[src/sv/fdcrc_pkg.sv]
`default_nettype none
package fdcrc_pkg;

  localparam int unsigned POS_W = 17;

  localparam logic [POS_W-1:0] HDR_BYTES   = 17'd12;
  localparam logic [POS_W-1:0] TRAIL_BYTES = 17'd2;
  localparam logic [POS_W-1:0] MIN_BYTES   = HDR_BYTES + TRAIL_BYTES;
  localparam logic [POS_W-1:0] POS_MAX     = 17'd131071;

  localparam logic [3:0] OFS_MAGIC0  = 4'd0;
  localparam logic [3:0] OFS_MAGIC1  = 4'd1;
  localparam logic [3:0] OFS_VERSION = 4'd2;
  localparam logic [3:0] OFS_CLASS   = 4'd3;
  localparam logic [3:0] OFS_ID      = 4'd4;
  localparam logic [3:0] OFS_FLAGS   = 4'd5;
  localparam logic [3:0] OFS_SEQ0    = 4'd6;
  localparam logic [3:0] OFS_SEQ1    = 4'd7;
  localparam logic [3:0] OFS_SEQ2    = 4'd8;
  localparam logic [3:0] OFS_SEQ3    = 4'd9;
  localparam logic [3:0] OFS_LEN0    = 4'd10;
  localparam logic [3:0] OFS_LEN1    = 4'd11;

  localparam logic [2:0] ST_OK        = 3'd0;
  localparam logic [2:0] ST_SHORT     = 3'd1;
  localparam logic [2:0] ST_BAD_HDR   = 3'd2;
  localparam logic [2:0] ST_LEN_MISM  = 3'd3;
  localparam logic [2:0] ST_CRC_MISM  = 3'd4;

  localparam logic KIND_PAYLOAD = 1'b0;
  localparam logic KIND_STATUS  = 1'b1;

  localparam int unsigned ADDR_W = 4;
  localparam logic [1:0] REG_MAGIC_FIRST  = 2'd0;
  localparam logic [1:0] REG_MAGIC_SECOND = 2'd1;
  localparam logic [1:0] REG_PROTO_VER    = 2'd2;
  localparam logic [1:0] REG_MAX_PAYLOAD  = 2'd3;

  localparam logic [15:0] MAX_PAYLOAD_RST = 16'd1024;
  localparam logic [15:0] CRC_INIT        = 16'hFFFF;
  localparam logic [15:0] CRC_POLY        = 16'h1021;

  typedef struct packed {
    logic [7:0] data_byte;
    logic       last_byte;
  } in_item_t;

  typedef struct packed {
    logic        result_kind;
    logic [7:0]  payload_byte;
    logic [15:0] payload_index;
    logic [2:0]  frame_status;
    logic [7:0]  message_class;
    logic [7:0]  message_id;
    logic [7:0]  frame_flags;
    logic [31:0] sequence_number;
    logic [15:0] payload_length;
    logic [15:0] received_crc;
  } out_item_t;

  typedef struct packed {
    logic [7:0]  magic_first;
    logic [7:0]  magic_second;
    logic [7:0]  protocol_version;
    logic [15:0] max_payload;
  } cfg_t;

  function automatic logic [15:0] crc16_byte(input logic [15:0] crc_in,
                                             input logic [7:0]  b);
    logic [15:0] c;
    c = crc_in ^ {b, 8'h00};
    for (int i = 0; i < 8; i++) begin
      if (c[15]) begin
        c = {c[14:0], 1'b0} ^ CRC_POLY;
      end else begin
        c = {c[14:0], 1'b0};
      end
    end
    return c;
  endfunction

endpackage
`default_nettype wire

[src/sv/fdcrc_cfg.sv]
`default_nettype none
module fdcrc_cfg
  import fdcrc_pkg::*;
(
  input  wire logic              clk,
  input  wire logic              rst_n,
  input  wire logic              psel,
  input  wire logic              penable,
  input  wire logic              pwrite,
  input  wire logic [ADDR_W-1:0] paddr,
  input  wire logic [31:0]       pwdata,
  output logic      [31:0]       prdata,
  output logic                   pready,
  output cfg_t                   cfg
);

  cfg_t        cfg_r;
  logic [1:0]  reg_idx;
  logic        wr_en;

  assign reg_idx = paddr[3:2];
  assign wr_en   = psel && penable && pwrite;
  assign pready  = 1'b1;
  assign cfg     = cfg_r;

  always_ff @(posedge clk) begin
    if (!rst_n) begin
      cfg_r.magic_first      <= 8'd0;
      cfg_r.magic_second     <= 8'd0;
      cfg_r.protocol_version <= 8'd0;
      cfg_r.max_payload      <= MAX_PAYLOAD_RST;
    end else if (wr_en) begin
      case (reg_idx)
        REG_MAGIC_FIRST:  cfg_r.magic_first      <= pwdata[7:0];
        REG_MAGIC_SECOND: cfg_r.magic_second     <= pwdata[7:0];
        REG_PROTO_VER:    cfg_r.protocol_version <= pwdata[7:0];
        REG_MAX_PAYLOAD:  cfg_r.max_payload      <= pwdata[15:0];
        default: ;
      endcase
    end
  end

  always_comb begin
    case (reg_idx)
      REG_MAGIC_FIRST:  prdata = {24'd0, cfg_r.magic_first};
      REG_MAGIC_SECOND: prdata = {24'd0, cfg_r.magic_second};
      REG_PROTO_VER:    prdata = {24'd0, cfg_r.protocol_version};
      REG_MAX_PAYLOAD:  prdata = {16'd0, cfg_r.max_payload};
      default:          prdata = 32'd0;
    endcase
  end

endmodule
`default_nettype wire

[src/sv/frame_deframer_crc16_check.sv]
`default_nettype none
// Byte-serial frame deframer with CRC-16/CCITT-FALSE check. One byte per
// transaction enters an input register; header parsing, the byte-wide CRC
// update and the position compare run combinationally from it into the
// result register, so a byte can be taken every cycle while no result
// waits on out_stall. A payload byte not flagged last gives one result
// with its index; the byte flagged last gives one status result with the
// header fields and clears the frame state. Header and trailer bytes give
// no result. The output register and the input register stall together
// only while a result waits on out_stall.
module frame_deframer_crc16_check
  import fdcrc_pkg::*;
(
  input  wire logic              clk,
  input  wire logic              rst_n,
  input  wire logic              in_valid,
  output logic                   in_stall,
  input  wire in_item_t          in_data,
  output logic                   out_valid,
  input  wire logic              out_stall,
  output out_item_t              out_data,
  input  wire logic              psel,
  input  wire logic              penable,
  input  wire logic              pwrite,
  input  wire logic [ADDR_W-1:0] paddr,
  input  wire logic [31:0]       pwdata,
  output logic      [31:0]       prdata,
  output logic                   pready
);

  cfg_t cfg;

  fdcrc_cfg u_cfg (
    .clk     (clk),
    .rst_n   (rst_n),
    .psel    (psel),
    .penable (penable),
    .pwrite  (pwrite),
    .paddr   (paddr),
    .pwdata  (pwdata),
    .prdata  (prdata),
    .pready  (pready),
    .cfg     (cfg)
  );

  logic        in_vld_r;
  in_item_t    in_item_r;
  logic        out_vld_r;
  out_item_t   out_r;

  logic [POS_W-1:0] pos_r,     pos_nxt;
  logic             hdr_good_r, hdr_good_nxt;
  logic [7:0]       class_r,   class_nxt;
  logic [7:0]       id_r,      id_nxt;
  logic [7:0]       flags_r,   flags_nxt;
  logic [31:0]      seq_r,     seq_nxt;
  logic [15:0]      len_r,     len_nxt;
  logic [15:0]      crc_r,     crc_nxt;
  logic [15:0]      trl_r,     trl_nxt;

  logic             advance;
  logic             fire;
  logic             has_res;
  out_item_t        res;
  logic [POS_W-1:0] pay_end;
  logic [POS_W-1:0] pay_idx;
  logic [15:0]      crc_upd;
  logic [15:0]      len_full;
  logic [7:0]       b;
  logic             last;
  logic [2:0]       status;

  assign advance   = !out_vld_r || !out_stall;
  assign fire      = in_vld_r && advance;
  assign in_stall  = in_vld_r && !advance;
  assign out_valid = out_vld_r;
  assign out_data  = out_r;

  assign b        = in_item_r.data_byte;
  assign last     = in_item_r.last_byte;
  assign pay_end  = HDR_BYTES + {1'b0, len_r};
  assign pay_idx  = pos_r - HDR_BYTES;
  assign crc_upd  = crc16_byte(crc_r, b);
  assign len_full = {b, len_r[7:0]};

  always_comb begin
    pos_nxt      = pos_r;
    hdr_good_nxt = hdr_good_r;
    class_nxt    = class_r;
    id_nxt       = id_r;
    flags_nxt    = flags_r;
    seq_nxt      = seq_r;
    len_nxt      = len_r;
    crc_nxt      = crc_r;
    trl_nxt      = trl_r;
    has_res      = 1'b0;
    status       = ST_OK;
    res          = '0;

    if (pos_r < HDR_BYTES) begin
      crc_nxt = crc_upd;
      case (pos_r[3:0])
        OFS_MAGIC0:  if (b != cfg.magic_first) hdr_good_nxt = 1'b0;
        OFS_MAGIC1:  if (b != cfg.magic_second) hdr_good_nxt = 1'b0;
        OFS_VERSION: if (b != cfg.protocol_version) hdr_good_nxt = 1'b0;
        OFS_CLASS:   class_nxt = b;
        OFS_ID:      id_nxt = b;
        OFS_FLAGS:   flags_nxt = b;
        OFS_SEQ0:    seq_nxt[7:0] = b;
        OFS_SEQ1:    seq_nxt[15:8] = b;
        OFS_SEQ2:    seq_nxt[23:16] = b;
        OFS_SEQ3:    seq_nxt[31:24] = b;
        OFS_LEN0:    len_nxt[7:0] = b;
        OFS_LEN1: begin
          len_nxt[15:8] = b;
          if (len_full > cfg.max_payload) hdr_good_nxt = 1'b0;
        end
        default: ;
      endcase
    end else if (pos_r < pay_end) begin
      crc_nxt = crc_upd;
      if (!last) begin
        has_res           = 1'b1;
        res.result_kind   = KIND_PAYLOAD;
        res.payload_byte  = b;
        res.payload_index = pay_idx[15:0];
      end
    end else if (pos_r == pay_end) begin
      trl_nxt[7:0] = b;
    end else if (pos_r == pay_end + 17'd1) begin
      trl_nxt[15:8] = b;
    end

    if (pos_r != POS_MAX) pos_nxt = pos_r + 17'd1;

    if (last) begin
      if (pos_nxt < MIN_BYTES) begin
        status = ST_SHORT;
      end else if (!hdr_good_nxt) begin
        status = ST_BAD_HDR;
      end else if (pos_nxt != pay_end + TRAIL_BYTES) begin
        status = ST_LEN_MISM;
      end else if (crc_nxt != trl_nxt) begin
        status = ST_CRC_MISM;
      end else begin
        status = ST_OK;
      end
      has_res             = 1'b1;
      res                 = '0;
      res.result_kind     = KIND_STATUS;
      res.frame_status    = status;
      res.message_class   = class_nxt;
      res.message_id      = id_nxt;
      res.frame_flags     = flags_nxt;
      res.sequence_number = seq_nxt;
      res.payload_length  = len_nxt;
      res.received_crc    = trl_nxt;

      pos_nxt      = '0;
      hdr_good_nxt = 1'b1;
      class_nxt    = 8'd0;
      id_nxt       = 8'd0;
      flags_nxt    = 8'd0;
      seq_nxt      = 32'd0;
      len_nxt      = 16'd0;
      crc_nxt      = CRC_INIT;
      trl_nxt      = 16'd0;
    end
  end

  always_ff @(posedge clk) begin
    if (!rst_n) begin
      in_vld_r   <= 1'b0;
      out_vld_r  <= 1'b0;
      pos_r      <= '0;
      hdr_good_r <= 1'b1;
      class_r    <= 8'd0;
      id_r       <= 8'd0;
      flags_r    <= 8'd0;
      seq_r      <= 32'd0;
      len_r      <= 16'd0;
      crc_r      <= CRC_INIT;
      trl_r      <= 16'd0;
    end else begin
      if (!in_stall) in_vld_r <= in_valid;
      if (advance) out_vld_r <= fire && has_res;
      if (fire) begin
        pos_r      <= pos_nxt;
        hdr_good_r <= hdr_good_nxt;
        class_r    <= class_nxt;
        id_r       <= id_nxt;
        flags_r    <= flags_nxt;
        seq_r      <= seq_nxt;
        len_r      <= len_nxt;
        crc_r      <= crc_nxt;
        trl_r      <= trl_nxt;
      end
    end
  end

  // payload registers
  always_ff @(posedge clk) begin
    if (in_valid && !in_stall) in_item_r <= in_data;
    if (fire && has_res) out_r <= res;
  end

endmodule
`default_nettype wire

[config.mk]
export PLATFORM = sky130hd
export DESIGN_NAME = frame_deframer_crc16_check
export DESIGN_NICKNAME = d
export VERILOG_FILES = /design/src/sv/fdcrc_pkg.sv /design/src/sv/fdcrc_cfg.sv /design/src/sv/frame_deframer_crc16_check.sv
export SDC_FILE = /design/constraint.sdc
export NUM_CORES = 1
export LEC_CHECK = 0
export BUFFER_PORTS_ARGS = -buffer_cell sky130_fd_sc_hd__clkbuf_2
export CAP_MARGIN = 10
export CORE_ASPECT_RATIO = 2
export CORE_MARGIN = 2
export CORE_UTILIZATION = 59
export CTS_CLUSTER_DIAMETER = 100
export DETAILED_ROUTE_END_ITERATION = 16
export PLACE_DENSITY = 0.91
export SLEW_MARGIN = 40
export SYNTH_ARGS = -nofsm -noshare
export SYNTH_HDL_FRONTEND = slang
export SYNTH_HIERARCHICAL = 1
export SYNTH_SLANG_ARGS = --single-unit
[constraint.sdc]
create_clock -name clk -period 6.5 [get_ports clk]
set_input_delay 1.3 -clock clk [delete_from_list [all_inputs] [get_ports clk]]
set_output_delay 1.3 -clock clk [all_outputs]
set_load 0.01 [all_outputs]
==> flow_summary.ini, run 1 <==
[routing]
routed.top_layer = met4
num_vias = 13527
wire_per_inst_um = 20.9
drt-initial-drc-count = 1216
final_antenna_net_count = 0
wl_met1_mm = 14.9
first_pass_iters = 6
dr_wl_met3_mm = 3.25
wl_mm = 45.2
vias_per_cell = 6.26
drc = 0
met2WireLength_mm = 23.1

[timing]
min_period_over_period = 0.842
hold_violations = 0
grt_setup_unrepaired = no
fmax_ghz = 0.183
totalNegativeSetupSlack_ps = 0
worst_pin_slew_ps = 850
timing.hold.ws_ps = 488
maxSlewViolCount = 0
period_needed_ps = 5470
setup_violations = 0
slew_headroom = 0.433
finClkSkew_ps = 19.2

[logic_synthesis]
synthMuxAreaShare = 0.0473
synth_top_area_cell = edfxtp_1
synth_top_family_by_area = simple AND/OR/NAND/NOR gates
syn-cell-area_um2 = 16100
ys_seq_area_frac = 0.438
synth.distinct_cells = 89
synthArstFlopShare = 0
synth-edff-count = 125
synth_area_leaders = edfxtp_1 (23%), dfxtp_1 (20%), nand2_1 (6.4%)
yosysWarnings = 6
ys_ff_latch = 289
synth-adder-area-share = 0.0351
synth_compound_area_frac = 0.144
synth_most_common_cell = nand2_1
synth_xor_area_frac = 0.0822
ys_top_cells_by_count = nand2_1 (276), dfxtp_1 (164), edfxtp_1 (125)
syn_area_per_cell_um2 = 9.52
synth_top_area_share = 0.234
synthFlopType = dfxtp_1
synthSimpleGateAreaFrac = 0.203
synth_cells = 1688

[setup_path]
worstSetupEndpoint = out_data[90]
crit_slowest_cell = xor2_1
cp.required_ps = 6790
r2r_end = out_data[90]
crit_fanout = 10
r2r_start = len_r[2]
cp-end-kind = flop
crit_start = len_r[2]
path_cells = inv_1, ha_1, and3b_1, nand4_1, xor2_1, ha_1, nand4_1, or3_1, a31o_2, a31oi_1, o211ai_1, nor4b_2, o2111ai_1, buf_4, mux2i_1, xor2_1, and4_4, a311oi_2
reg2reg_depth = 18
path_class = reg -> reg
reg2reg_slack_ps = 1030
cpPeakStageDelay_ps = 520
crit_arrival_ps = 5760
cp-start-kind = flop

[pwr]
power.density_nw_per_um2 = 207
max-vdd-ir-drop_v = 0.000267
p_seq_frac = 0.525
p_sw_mw = 0.914
swShare = 0.248
p_int_mw = 2.77
clockPowerShare = 0.389
combPwrFrac = 0.086
leakage_nw = 6.44

[global_routing]
grt_overflow = 0
grt_pass1_vias = 13540
antenna_found_initial = 0
grt_pass1_wl_mm = 70.2
grt_start_max_net_pins = 103
grtUsageTotal = 0.313

[clocking]
postCtsSetupBuffers = 0
htree_levels = 1
cts_tree = yes
root_buffer = clkbuf_16
cts_resized = 0
cts.clk_slew.worst_paths_ps = 70
insertion_delay_ps = 570
cts_hold_buf = 0
max-clock-path-buffers = 3
cts-buffers-inserted = 25
clkSinkCount = 289

[placed_design]
port_buffers = 167
gp_congestion = 0.973
dp_hpwl_mm = 31.7

[floorplan]
start_util = 0.599
fp.dieH_um = 237
die_area_um2 = 28600
rows = 85
num_io_pins = 203
die_width_um = 121
core_area_um2 = 26800

[worst_hold_path]
worstHoldPathType = reg -> reg

[cells_and_area]
fin_util = 0.663
num-nets-final = 1889
area_growth_syn_to_layout_pct = 10.7
drive_gt1_frac = 0.152

[outcome]
status = finished clean

[run]
maxCapViolCount = 0
-- kinds of logic (layout without fill, tap and decap cells) --
kind of cell    Yosys count  count (layout)
fa+ha+maj                45              45
flops                   289             289
other cells               2              18
mux                      64              64
buf+inv                 170             278
xor+xnor                149             149
simple gates            642             642
compound gates          327             327
-- metrics by stage --
stage / std cells / power, mW / instance area [um2] / setup WS (ps)
floorplan: 1703 / 2.19 / 16100 / 788
global placement: 2113 / 2.27 / 17000 / 1340
detailed placement: 2113 / 2.28 / 17000 / 1210
CTS: 2159 / 3.68 / 17800 / 1170
global route: 2159 / 3.77 / 17800 / 741
finish: 2160 / 3.68 / 17800 / 1030
-- layer usage --
layer | vias to the layer above | GRT usage
met1 | 6375 | 0.327
met5 | - | 0
li1 | 6141 | -
met2 | 746 | 0.555
met4 | 0 | 0.239
met3 | 265 | 0.0475
-- layout make-up --
class,count,area [um2]
inverter,36,138
fill,2038,9030
sequential,289,7040
antenna,1,2.50
clock buffer,32,672
multi-input combinational,1244,8330
tap,348,435
timing repair buffer,196,1070
clock inverter,14,88.8
-- layout by cell type, fill, tap and decap left out, types with 22 or more instances in the layout --
cell,synthesis,final
clkbuf_16,0,25
nor2_1,64,64
buf_4,21,28
edfxtp_1,125,125
inv_1,28,27
xnor2_1,91,91
a21boi_0,78,78
mux2i_1,56,56
clkbuf_2,1,166
nand4_1,23,23
nand2_1,276,276
a22oi_1,93,93
and2_1,23,22
xor2_1,57,57
a21oi_1,27,27
nor3_1,23,23
dfxtp_1,164,164
ha_1,45,45
nor2b_1,122,118
o21ai_0,35,33
-- worst max-delay path: cells and delay by family, from the launching register on --
| kind | cells | cell delay [ps] |
|---|---|---|
| compound gates | 5 | 1130 |
| xor+xnor | 2 | 760 |
| fa+ha+maj | 2 | 560 |
| buf+inv | 2 | 300 |
| flops | 1 | 330 |
| mux | 1 | 470 |
| simple gates | 6 | 1630 |
-- worst min-delay path by stage --
stage / slack [ps] / end / cells after the start / startpoint
after floorplan: 420 / out_data[115] / 0 / last
after global placement: 450 / u_cfg/cfg[8] / 2 / u_cfg/cfg[8]
after detailed placement: 480 / u_cfg/cfg[9] / 2 / u_cfg/cfg[9]
after CTS: 490 / u_cfg/cfg[12] / 2 / u_cfg/cfg[12]
after global routing: 500 / u_cfg/cfg[9] / 2 / u_cfg/cfg[9]
final: 490 / u_cfg/cfg[12] / 2 / u_cfg/cfg[12]
-- registers in the layout (all words and copies together), names as in the netlist, 8 cells and up --
name       count
seq_r         32
len_r         16
b              8
out_data     116
pos_r         17
crc_r         16
class_r        8
id_r           8
u_cfg/cfg     40
trl_r         16
flags_r        8
-- power groups by stage --
stage	registers (mW)	logic (mW)	clock network [mW]
after CTS	1.93	0.308	1.44
after floorplan	1.98	0.210	0
final	1.93	0.315	1.43
after global routing	1.94	0.334	1.50
after detailed placement	1.97	0.306	0
after global placement	1.97	0.299	0
No activity file was read; power rests on OpenSTA's default activity.
==> run 2: changes to the inputs <==
clock period = 5.16 ns   (was 6.5 ns; I/O delays follow)
==> run 2 against run 1 <==
  * Sequential share of layout area shrank 0.058 points
  * Highest routed layer unchanged
  * Combinational power grew 26%
  * Wire length is 1.3% higher
  * Clock power rose by 24%
  * Cell count is 0.14% lower
  * Hold slack got worse by 6.9 ps
  * Die area did not move
  * First-iteration DRC count grew 1.8%
  * Sequential cell count unchanged
  * Core utilization is 0.14 points higher
  * Critical endpoint unchanged
  * Critical path depth unchanged
==> flow_summary.ini, run 2 (synthesis results as in run 1) <==
[routing]
drc = 0
wl_mm = 45.8
final_antenna_net_count = 0
first_pass_iters = 8
num_vias = 13593
drt-initial-drc-count = 1238
wire_per_inst_um = 21.2
vias_per_cell = 6.30

[setup_path]
path_class = reg -> reg
path_cells = inv_2, ha_2, and3b_2, nand4_1, xor2_4, ha_1, nand4_1, or3_1, a31o_2, a31oi_4, o211ai_1, nor4b_2, o2111ai_1, buf_4, mux2i_1, xnor2_1, nor3_2, a311oi_2
critPathTopFamily = simple AND/OR/NAND/NOR gates
reg2reg_slack_ps = 210
cp.required_ps = 5450
crit_slowest_cell = dfxtp_4
crit_fanout = 16
crit_buf_inv = 2
r2r_start = len_r[2]
cp-end-kind = flop
cp-start-kind = flop
crit_arrival_ps = 5240
cpPeakStageDelay_ps = 460
r2r_end = out_data[90]
reg2reg_depth = 18
cp_common_cell = nand4_1

[timing]
fmax_ghz = 0.202
slew_headroom = 0.402
period_needed_ps = 4950
timing.hold.ws_ps = 481
maxSlewViolCount = 0
finClkSkew_ps = 15.0
min_period_over_period = 0.959
hold_violations = 0
setup_violations = 0
worst_pin_slew_ps = 896
totalNegativeSetupSlack_ps = 0
grt_setup_unrepaired = no

[placed_design]
gp_congestion = 0.952
port_buffers = 167
dp_hpwl_mm = 31.7

[global_routing]
grt_pass1_wl_mm = 70.9
grt_start_max_net_pins = 109
grtUsageTotal = 0.315
grt_pass1_vias = 13517
antenna_found_initial = 0
grt_overflow = 0

[cells_and_area]
num-nets-final = 1888
n_fill_cell = 2007
drive_gt1_frac = 0.158
seqCellArea_um2 = 7040
layout_commonest_cell = nand2_1
area_growth_syn_to_layout_pct = 10.9
fin_util = 0.665
multi_input_area_um2 = 8390
largest_reg_flops = 116
final_cell_mix = nand2_1 (276), clkbuf_2 (166), dfxtp_1 (162)
diodes = 0

[clocking]
cts_tree = yes
insertion_delay_ps = 560
clkSinkCount = 289
htree_levels = 1
cts-buffers-inserted = 24
postCtsSetupBuffers = 0
max-clock-path-buffers = 3
root_buffer = clkbuf_16
cts.clk_slew.worst_paths_ps = 70

[worst_hold_path]
holdPathStages = 2
whs_endpoint = u_cfg/cfg[14]
worstHoldPathType = reg -> reg
min_from = u_cfg/cfg[14]

[floorplan]
die_area_um2 = 28600
die_width_um = 121
num_io_pins = 203
fp.dieH_um = 237
core_area_um2 = 26800
start_util = 0.599
rows = 85

[pwr]
power.total_mw = 4.62
power.density_nw_per_um2 = 259
leakage_nw = 6.44
max-vdd-ir-drop_v = 0.000281

[run]
maxCapViolCount = 0

[outcome]
status = finished clean
==> run 2: cell types whose count changed in the layout (fill, tap and decap cells not counted), moves of 3 or more <==
cell,before,now
clkinv_1,12,15
nor2b_2,4,7
inv_4,3,0
nor2b_1,118,115
==> run 2: cell type report <==
class	instances	share of cell area
multi-input cells	1244	0.471
flip-flops and latches	289	0.395
repair buffers	196	0.0597
clock buffers	28	0.0351
well taps	348	0.0244
inverters	36	0.00780
clock inverters	16	0.00646
==> run 2: stage by stage <==
step                      cells  setup slack [ps]  area (um2)
after floorplan            1703              21.9       16200
after global placement     2113               331       17000
after detailed placement   2113               294       17000
after CTS                  2157               256       17800
after global routing       2157             0.458       17800
final                      2157               213       17800
==> run 2: power by group <==
part	internal, mW	leakage [nW]	switching, mW
registers	2.41	2.51	0.0269
clock network	0.925	0.367	0.860
logic	0.142	3.56	0.256
total	3.48	6.44	1.14
==> run 2: timing repair <==
| item | in CTS | in global routing |
|---|---|---|
| gates resized for setup | 0 | 3 |
| hold buffers | 0 | 0 |
| endpoints found under the setup margin | 0 | 1 |
==> run 2: layer usage <==
layer | share of wire | global-route usage | vias to the layer above
met5 | 0 | 0 | -
li1 | - | - | 6146
met3 | 0.085 | 0.0636 | 290
met1 | 0.33 | 0.329 | 6411
met4 | 0.085 | 0.240 | 0
met2 | 0.50 | 0.546 | 746
==> run 2: worst max-delay path by stage <==
stage                  start      endpoint  slack [ps]  cells after the start
CTS                 len_r[2]  out_data[90]         260                     18
floorplan           len_r[2]   out_data[0]          20                     16
global route        len_r[2]  out_data[90]         0.5                     18
global placement    len_r[2]  out_data[90]         330                     18
finish              len_r[2]  out_data[90]         210                     18
detailed placement  len_r[2]  out_data[90]         290                     18
==> run 2: worst min-delay path, stage by stage, from the launching register on <==
cell and delay (ps):
dfxtp_1 320, nand2_1 60, mux2i_1 60
